<file path="src/hdl/rsts_pkg.sv">
package rsts_pkg;

    // slot count served by the selector; summaries at or beyond it are ignored
    localparam int unsigned SLOT_COUNT = 16;

    localparam int unsigned SLOT_IDX_W = 4;
    localparam int unsigned COUNT_W    = 32;
    localparam int unsigned OUTCOME_W  = 2;

    // outcome codes
    localparam logic [OUTCOME_W-1:0] OUT_OK      = 2'd0;
    localparam logic [OUTCOME_W-1:0] OUT_CORRUPT = 2'd1;
    localparam logic [OUTCOME_W-1:0] OUT_EVICT   = 2'd2;
    localparam logic [OUTCOME_W-1:0] OUT_FULL    = 2'd3;

    // one slot summary beat
    typedef struct packed {
        logic [SLOT_IDX_W-1:0] slot_no;
        logic                  slot_erased;
        logic                  header_known;
        logic                  id_length_ok;
        logic                  checksum_good;
        logic                  uid_match;
        logic [COUNT_W-1:0]    sessions_count;
        logic [COUNT_W-1:0]    rounds_count;
        logic                  last_slot;
    } in_beat_t;

    // one write target beat
    typedef struct packed {
        logic [SLOT_IDX_W-1:0] dest_slot;
        logic [OUTCOME_W-1:0]  outcome;
    } out_beat_t;

    // remembered slot: present flag plus index
    typedef struct packed {
        logic                  has;
        logic [SLOT_IDX_W-1:0] idx;
    } slot_ref_t;

endpackage

</file>
<file path="src/hdl/record_slot_target_selector.sv">
// Record slot target selector. Slot summaries arrive one beat per cycle, in slot order,
// and each is classified as empty, valid, corrupt or unknown; the block tracks the own
// valid slot, the own corrupt slot, the first empty slot, the first other bad slot and
// the least used valid slot (fewest sessions, then fewest rounds, earliest on a tie).
// The beat flagged last_slot puts one write target beat on m_valid once it has passed
// the update stage, chosen in that priority order, and the scan state clears for the next
// pass. Throughput is one summary per cycle: a summary goes through an input register,
// one compare-and-update stage, and a result register. A held result only stalls the
// input when a second last_slot beat reaches the update stage before the first is taken.
module record_slot_target_selector (
    input  logic                 aclk,
    input  logic                 aresetn,
    input  logic                 s_valid,
    output logic                 s_ready,
    input  rsts_pkg::in_beat_t   s_data,
    output logic                 m_valid,
    input  logic                 m_ready,
    output rsts_pkg::out_beat_t  m_data
);

    localparam rsts_pkg::slot_ref_t NO_SLOT = '{has: 1'b0, idx: '0};

    logic                in_valid_reg;
    rsts_pkg::in_beat_t  in_reg;
    logic                stall;
    logic                adv;

    rsts_pkg::slot_ref_t own_reg, own_next;
    rsts_pkg::slot_ref_t own_bad_reg, own_bad_next;
    rsts_pkg::slot_ref_t empty_reg, empty_next;
    rsts_pkg::slot_ref_t bad_reg, bad_next;
    rsts_pkg::slot_ref_t evict_reg, evict_next;
    logic [rsts_pkg::COUNT_W-1:0] evict_sessions_reg, evict_sessions_next;
    logic [rsts_pkg::COUNT_W-1:0] evict_rounds_reg, evict_rounds_next;

    logic                out_valid_reg;
    rsts_pkg::out_beat_t out_reg;
    rsts_pkg::out_beat_t result;

    // update stage waits only when a last beat meets a finished target that is still unread
    assign stall   = in_valid_reg && in_reg.last_slot && out_valid_reg && !m_ready;
    assign adv     = in_valid_reg && !stall;
    assign s_ready = !in_valid_reg || !stall;

    // input register
    always_ff @(posedge aclk) begin
        if (!aresetn) begin
            in_valid_reg <= 1'b0;
        end else if (s_ready) begin
            in_valid_reg <= s_valid;
        end
        if (s_valid && s_ready) begin
            in_reg <= s_data;
        end
    end

    // classify the slot and update the scan state
    always_comb begin
        logic match;
        logic in_range;
        logic better;
        match    = in_reg.uid_match && in_reg.id_length_ok;
        in_range = 32'(in_reg.slot_no) < rsts_pkg::SLOT_COUNT;
        better   = 1'b0;

        own_next            = own_reg;
        own_bad_next        = own_bad_reg;
        empty_next          = empty_reg;
        bad_next            = bad_reg;
        evict_next          = evict_reg;
        evict_sessions_next = evict_sessions_reg;
        evict_rounds_next   = evict_rounds_reg;

        if (in_range) begin
            if (in_reg.slot_erased) begin
                if (!empty_reg.has) begin
                    empty_next = '{has: 1'b1, idx: in_reg.slot_no};
                end
            end else if (!in_reg.header_known
                         || !(in_reg.id_length_ok && in_reg.checksum_good)) begin
                if (in_reg.header_known && match) begin
                    own_bad_next = '{has: 1'b1, idx: in_reg.slot_no};
                end else if (!bad_reg.has) begin
                    bad_next = '{has: 1'b1, idx: in_reg.slot_no};
                end
            end else begin
                if (match) begin
                    own_next = '{has: 1'b1, idx: in_reg.slot_no};
                end
                if (!evict_reg.has) begin
                    better = 1'b1;
                end else if (in_reg.sessions_count != evict_sessions_reg) begin
                    better = in_reg.sessions_count < evict_sessions_reg;
                end else begin
                    better = in_reg.rounds_count < evict_rounds_reg;
                end
                if (better) begin
                    evict_next          = '{has: 1'b1, idx: in_reg.slot_no};
                    evict_sessions_next = in_reg.sessions_count;
                    evict_rounds_next   = in_reg.rounds_count;
                end
            end
        end
    end

    // pick the write target in priority order
    always_comb begin
        result.dest_slot = '0;
        result.outcome   = rsts_pkg::OUT_FULL;
        if (own_next.has) begin
            result.dest_slot = own_next.idx;
            result.outcome   = rsts_pkg::OUT_OK;
        end else if (own_bad_next.has) begin
            result.dest_slot = own_bad_next.idx;
            result.outcome   = rsts_pkg::OUT_CORRUPT;
        end else if (empty_next.has) begin
            result.dest_slot = empty_next.idx;
            result.outcome   = rsts_pkg::OUT_OK;
        end else if (bad_next.has) begin
            result.dest_slot = bad_next.idx;
            result.outcome   = rsts_pkg::OUT_CORRUPT;
        end else if (evict_next.has) begin
            result.dest_slot = evict_next.idx;
            result.outcome   = rsts_pkg::OUT_EVICT;
        end
    end

    // scan state, cleared after the last beat of a scan
    always_ff @(posedge aclk) begin
        if (!aresetn || (adv && in_reg.last_slot)) begin
            own_reg            <= NO_SLOT;
            own_bad_reg        <= NO_SLOT;
            empty_reg          <= NO_SLOT;
            bad_reg            <= NO_SLOT;
            evict_reg          <= NO_SLOT;
            evict_sessions_reg <= '1;
            evict_rounds_reg   <= '1;
        end else if (adv) begin
            own_reg            <= own_next;
            own_bad_reg        <= own_bad_next;
            empty_reg          <= empty_next;
            bad_reg            <= bad_next;
            evict_reg          <= evict_next;
            evict_sessions_reg <= evict_sessions_next;
            evict_rounds_reg   <= evict_rounds_next;
        end
    end

    // result register
    always_ff @(posedge aclk) begin
        if (!aresetn) begin
            out_valid_reg <= 1'b0;
        end else if (adv && in_reg.last_slot) begin
            out_valid_reg <= 1'b1;
        end else if (m_ready) begin
            out_valid_reg <= 1'b0;
        end
        if (adv && in_reg.last_slot) begin
            out_reg <= result;
        end
    end

    assign m_valid = out_valid_reg;
    assign m_data  = out_reg;

    // a last beat that leaves the update stage always shows a target next cycle
    assert property (@(posedge aclk) disable iff (!aresetn)
        adv && in_reg.last_slot |=> m_valid)
        else $error("last beat produced no target");

    // the scan state is empty right after a last beat
    assert property (@(posedge aclk) disable iff (!aresetn)
        adv && in_reg.last_slot |=> !own_reg.has && !own_bad_reg.has && !empty_reg.has
                                    && !bad_reg.has && !evict_reg.has)
        else $error("scan state not cleared after last beat");

    // no slot available always reports slot zero
    assert property (@(posedge aclk) disable iff (!aresetn)
        m_valid && m_data.outcome == rsts_pkg::OUT_FULL |-> m_data.dest_slot == '0)
        else $error("full outcome with nonzero target");

    // without a candidate the eviction counts sit at all ones
    assert property (@(posedge aclk) disable iff (!aresetn)
        !evict_reg.has |-> (&evict_sessions_reg) && (&evict_rounds_reg))
        else $error("eviction counts moved without a candidate");

endmodule
</file>
<file path="config.mk">
export PLATFORM = sky130hd
export DESIGN_NAME = record_slot_target_selector
export DESIGN_NICKNAME = d
export VERILOG_FILES = /design/src/hdl/rsts_pkg.sv /design/src/hdl/record_slot_target_selector.sv
export SDC_FILE = /design/constraint.sdc
export NUM_CORES = 1
export LEC_CHECK = 0
export BUFFER_PORTS_ARGS = -buffer_cell sky130_fd_sc_hd__buf_2
export CORE_AREA = 2 2 116 174
export DETAILED_ROUTE_END_ITERATION = 7
export DIE_AREA = 0 0 118 176
export PLACE_DENSITY = 0.6
export SLEW_MARGIN = 20
export SYNTH_ARGS = -nofsm -noshare
export SYNTH_HDL_FRONTEND = slang
export SYNTH_SLANG_ARGS = --single-unit
export TNS_END_PERCENT = 5
</file>
<file path="constraint.sdc">
create_clock -name aclk -period 5.7 [get_ports aclk]
set_input_delay 1.14 -clock aclk [delete_from_list [all_inputs] [get_ports aclk]]
set_output_delay 1.14 -clock aclk [all_outputs]
set_load 0.02 [all_outputs]
</file>
* Yosys cells after proc, flatten, opt, wreduce, memory -nomap -nowiden
Cells that the tools add are included.
** Operators by class
- Magnitude comparators :: 2
- Eq/ne operators :: 1
- Muxes and demuxes :: 26
- Bitwise operators :: 2
- Reductions and logical operators :: 21
** Operators by type and width (number)
- $mux W5 :: 13
- $lt A32 B32 Y1 :: 2
- $ne A32 B32 Y1 :: 1
- $mux W6 :: 5
- $logic_and A1 B1 Y1 :: 9
- $mux W4 :: 2
- $logic_not A1 Y1 :: 6
- $mux W1 :: 6
- $reduce_and A4 Y1 :: 1
- $reduce_or A4 Y1 :: 1
- $logic_or A1 B1 Y1 :: 3
- $not A1 Y1 :: 2
- $reduce_bool A2 Y1 :: 1
** Storage, ports and cells
- Flip-flop bits (word level) :: 171
- Logic and storage cells :: 78

* Depth between registers and ports, before layout
- Word-level depth :: 13
- Depth in mapped cells :: 12

* Least setup slack after synthesis
No wires, ideal clock.
- Path type :: input to register
- Start :: input m_ready
- End :: register in_reg[0] (netlist bit) (enable)
- Library setup time :: 550 ps
- Arrival time :: 4960 ps
- Data required time :: 5150 ps
- Setup slack :: 190 ps
- Stages on the path :: 2
- Cells stage by stage :: nor2b_1 > a31oi_1
** On the way
- Cells in the longest elaborated chain, start to end :: 5
** RTL lines
- start, declared :: RTL line record_slot_target_selector.sv:17 : input logic m_ready,
- $logic_not A1 Y1 :: RTL line record_slot_target_selector.sv:41 : assign stall = in_valid_reg && in_reg.last_slot && out_valid_reg && !m_ready;
- $logic_and A1 B1 Y1 :: RTL line record_slot_target_selector.sv:41
- $logic_not A1 Y1 :: RTL line record_slot_target_selector.sv:43 : assign s_ready = !in_valid_reg || !stall;
- $logic_or A1 B1 Y1 :: RTL line record_slot_target_selector.sv:43
- $logic_and A1 B1 Y1 :: RTL line record_slot_target_selector.sv:52 : if (s_valid && s_ready) begin
- end signal, assigned :: RTL line record_slot_target_selector.sv:53 : in_reg <= s_data;
- end, declared :: RTL line record_slot_target_selector.sv:24 : rsts_pkg::in_beat_t in_reg;
Every way passes these cells.
A chain may end at the register's enable or synchronous reset.

* Worst setup path in the final report
- Start :: register in_reg[56] (netlist bit)
- End :: register evict_sessions_reg[25] (netlist bit)
** On the way
- Cells in the longest elaborated chain, start to end :: 6
- Elaborated cells on any way between the ends :: 7
- Classes of those cells :: 1 x order compare; 1 x eq/ne; 4 x mux; 1 x reduce/logical
** RTL lines
- $lt A32 B32 Y1 / $ne A32 B32 Y1 (equally long branches) :: RTL line record_slot_target_selector.sv:93, record_slot_target_selector.sv:92
- $mux W1 * :: RTL line record_slot_target_selector.sv:92 : end else if (in_reg.sessions_count != evict_sessions_reg) begin
- $mux W1 * :: RTL line record_slot_target_selector.sv:90 : if (!evict_reg.has) begin
- $mux W1 * :: RTL line record_slot_target_selector.sv:79 : end else if (!in_reg.header_known
- $mux W1 * :: RTL line record_slot_target_selector.sv:75 : if (in_reg.slot_erased) begin
- $reduce_and A4 Y1 (no line) *
- end signal, assigned :: RTL line record_slot_target_selector.sv:144 : evict_sessions_reg <= evict_sessions_next;
- end, declared :: RTL line record_slot_target_selector.sv:33 : logic [rsts_pkg::COUNT_W-1:0] evict_sessions_reg, evict_sessions_next;
Mark *: on every way between the ends. The rest lies on a longest branch, timed or not. The select of a mux whose other input is x is not followed.

==> results.toml <==
[die]
pin_count = 86
row_count = 62
dieArea_sq_um = 20800
core_area_sq_um = 19200
die_h_microns = 176
start_util_pct = 39.4
die_w_microns = 118

[run_status]
status = "finished, final reports clean"

[cells_and_area]
final_cell_mix = "91 x dfxtp_1, 85 x buf_2, 80 x edfxtp_1"
final_core_util_pct = 45.9
nets = 923
fillers = 1817
final_common_cell = "dfxtp_1"
syn_to_final_growth_pct = 16.5
drive_gt1_share_pct = 16.6
largest_register_ffs = 74
diodes = 0

[worst_setup_path]
crit_buf_inv = 1
crit_path_max_incr_delay_ns = 0.74
crit_type = "flop to flop"
r2r-end = "evict_sessions_reg[25]"
worst_r2r_startpoint = "in_reg[56]"
cp_max_fo = 136
rrSetupSlack_ns = 2.32
critical_path.endpoint_type = "flop"
startpoint = "in_reg[56]"
r2r_cells = 10
path_cells = "ha_1, nand4_1, nor4_2, and3_1, o211ai_1, a2111oi_2, o31ai_4, buf_12, nor3_1, a31oi_1"
crit_arrival_ns = 3.65
critPathCapture = "evict_sessions_reg[25]"
cp-start-kind = "flop"
cp.depth = 10
cpMaxStageDelayCell = "a2111oi_2"
cp.required_ns = 5.96
cp_top_family = "compound AO/OA/AOI/OAI gates"

[synthesis]
synth-edff-count = 80
syn_avg_cell_area_sq_um = 10.6
synthSimpleGateAreaFrac_pct = 13.1
synth_nets = 855
ys_ff_latch = 171
synth_compound_area_share_pct = 12.8
synth.area.top_cells = "edfxtp_1 32%, dfxtp_1 24%, ha_1 10%"
synth_fa_ha_area_share_pct = 10.4
synth_xor_area_share_pct = 0
netlist_area_sq_um = 7550
synth_flop_cell = "dfxtp_1"
synth_top_family_by_area = "simple AND/OR/NAND/NOR gates"
synthArstFlopShare_pct = 0
yosysWarnings = 0
synthCells = 714
ys_seq_area_share_pct = 55.9
synth_mux_area_share_pct = 1.59
synth_top_area_cell = "edfxtp_1"
synth_cell_types = 46
synth_top_area_share_pct = 31.8

[hold_path]
hp-class = "flop to flop"
whs_path_depth = 2

[sta]
hold_viol_final = 0
max_freq_mhz = 296
slew_violations = 0
finalSetupViolCount = 0
worstMarginPinSlew_ns = 1.00
fin_skew_ns = 0.00701
maxSlewHeadroom_pct = 33.3
final.min_clock_period_ns = 3.38
fin_hold_ws_ns = 0.454
fin_crit_sh_pct = 59.4
worst_slack_ns = 2.32
rsz0062_at_grt = "no"
tns_ns = 0

[clocking]
post-cts-setup-buffer-count = 0
cts_resized = 0
clock_latency_ns = 0.42
root_buffer = "clkbuf_16"
cts_tree = "built"
clk_pin_slew_ns = 0.06
cts.sinks = 171
cts_hold_buf = 0
cts-buffers-inserted = 17
cts_htree_levels = 4
cts.path.max_buffers = 2

[global_route]
grt_usage_pct = 15.4
grt_max_degree = 137
grt_overflow = 0
grt_pass1_wl_microns = 25500
grt_pass1_vias = 5323
antenna_found_initial = 0

[placed_design]
gp_congestion = 0.896
port_buffers = 85
dp_hpwl_microns = 10500
pre_cts_ws_ns = 2.12

[flow_run]
maxCapViolations = 0

[drt]
via_per_inst = 5.20
vias = 5467
wirelength_microns = 15300
dr.pass1.iters = 5
drt-initial-drc-count = 314
drtAntennaViolNets = 0
drc = 0
avgRoutedWirePerCell_microns = 14.6

[power_and_ir_drop]
powerDensity_nw_per_um2 = 300
peakVddDrop_v = 0.000200
leakage_nw = 3.98
[cell usage after synthesis (5+ instances only)]
library cell / instances
dfxtp_1: 91
edfxtp_1: 80
inv_1: 70
a31oi_1: 67
nor3_1: 65
ha_1: 63
nand2_1: 43
nor2_1: 37
a21oi_1: 35
clkbuf_1: 30
nand3_1: 18
o21ai_0: 15
mux2i_1: 12
nand4_1: 10
o211ai_1: 10
a211oi_1: 6
buf_1: 5
buf_6: 5
nor2b_1: 5
[worst min-delay path by stage]
stage / from / endpoint / slack [ns]
2_1_floorplan: own_bad_reg[0] / own_bad_reg[0] / 0.44
3_3_place_gp: own_bad_reg[0] / own_bad_reg[0] / 0.44
3_5_place_dp: own_bad_reg[0] / own_bad_reg[0] / 0.45
4_1_cts: own_bad_reg[0] / own_bad_reg[0] / 0.46
5_1_grt: own_bad_reg[0] / own_bad_reg[0] / 0.47
6_report: own_bad_reg[2] / own_bad_reg[2] / 0.45
[where the power goes]
group | internal, mW | switching, mW
Combinational | 0.0600 | 0.0965
Sequential | 1.33 | 0.0306
Clock | 0.666 | 0.458
Total | 2.06 | 0.585
[per-stage QoR]
stage | instance area (sq um) | power (mW) | cells
after global placement | 8210 | 1.55 | 1019
after floorplan | 7550 | 1.48 | 714
after detailed placement | 8210 | 1.55 | 1019
after CTS | 8790 | 2.68 | 1051
final | 8800 | 2.64 | 1051
after global routing | 8800 | 2.75 | 1051
[worst reg2reg max path, stage by stage (launching register included)]
cell and delay, ns:
edfxtp_1 0.41, ha_1 0.35, nand4_1 0.17, nor4_2 0.41, and3_1 0.26, o211ai_1 0.14, a2111oi_2 0.74, o31ai_4 0.14
buf_12 0.29, nor3_1 0.24, a31oi_1 0.07
[routing by layer]
layer  global-route usage (%)  vias to the layer above  part of all wire [%]
met5                        0                        -                     0
met4                     7.33                        0                   2.3
met3                     3.20                       28                   3.8
met2                     26.7                      122                    52
met1                     18.2                     2568                    42
li1                         -                     2749                     -
[cells by family (layout without fill, tap and decap cells)]
logic type,Yosys count,in the layout
muxes,12,12
AOI/OAI and AO/OA,154,154
DFF,171,171
adders and majority gates,63,63
and+or+nand+nor,202,202
buffers and inverters,112,193
[final cells by class]
class / instances / area, sq um / share of cell area (%)
multi-input combinational: 431 / 2930 / 33.3
inverter: 70 / 263 / 2.99
timing repair buffer: 91 / 483 / 5.49
clock inverter: 11 / 120 / 1.37
sequential: 171 / 4220 / 48.0
tap: 256 / 320 / 3.64
clock buffer: 21 / 460 / 5.23
No activity file was read; power rests on OpenSTA's default activity.
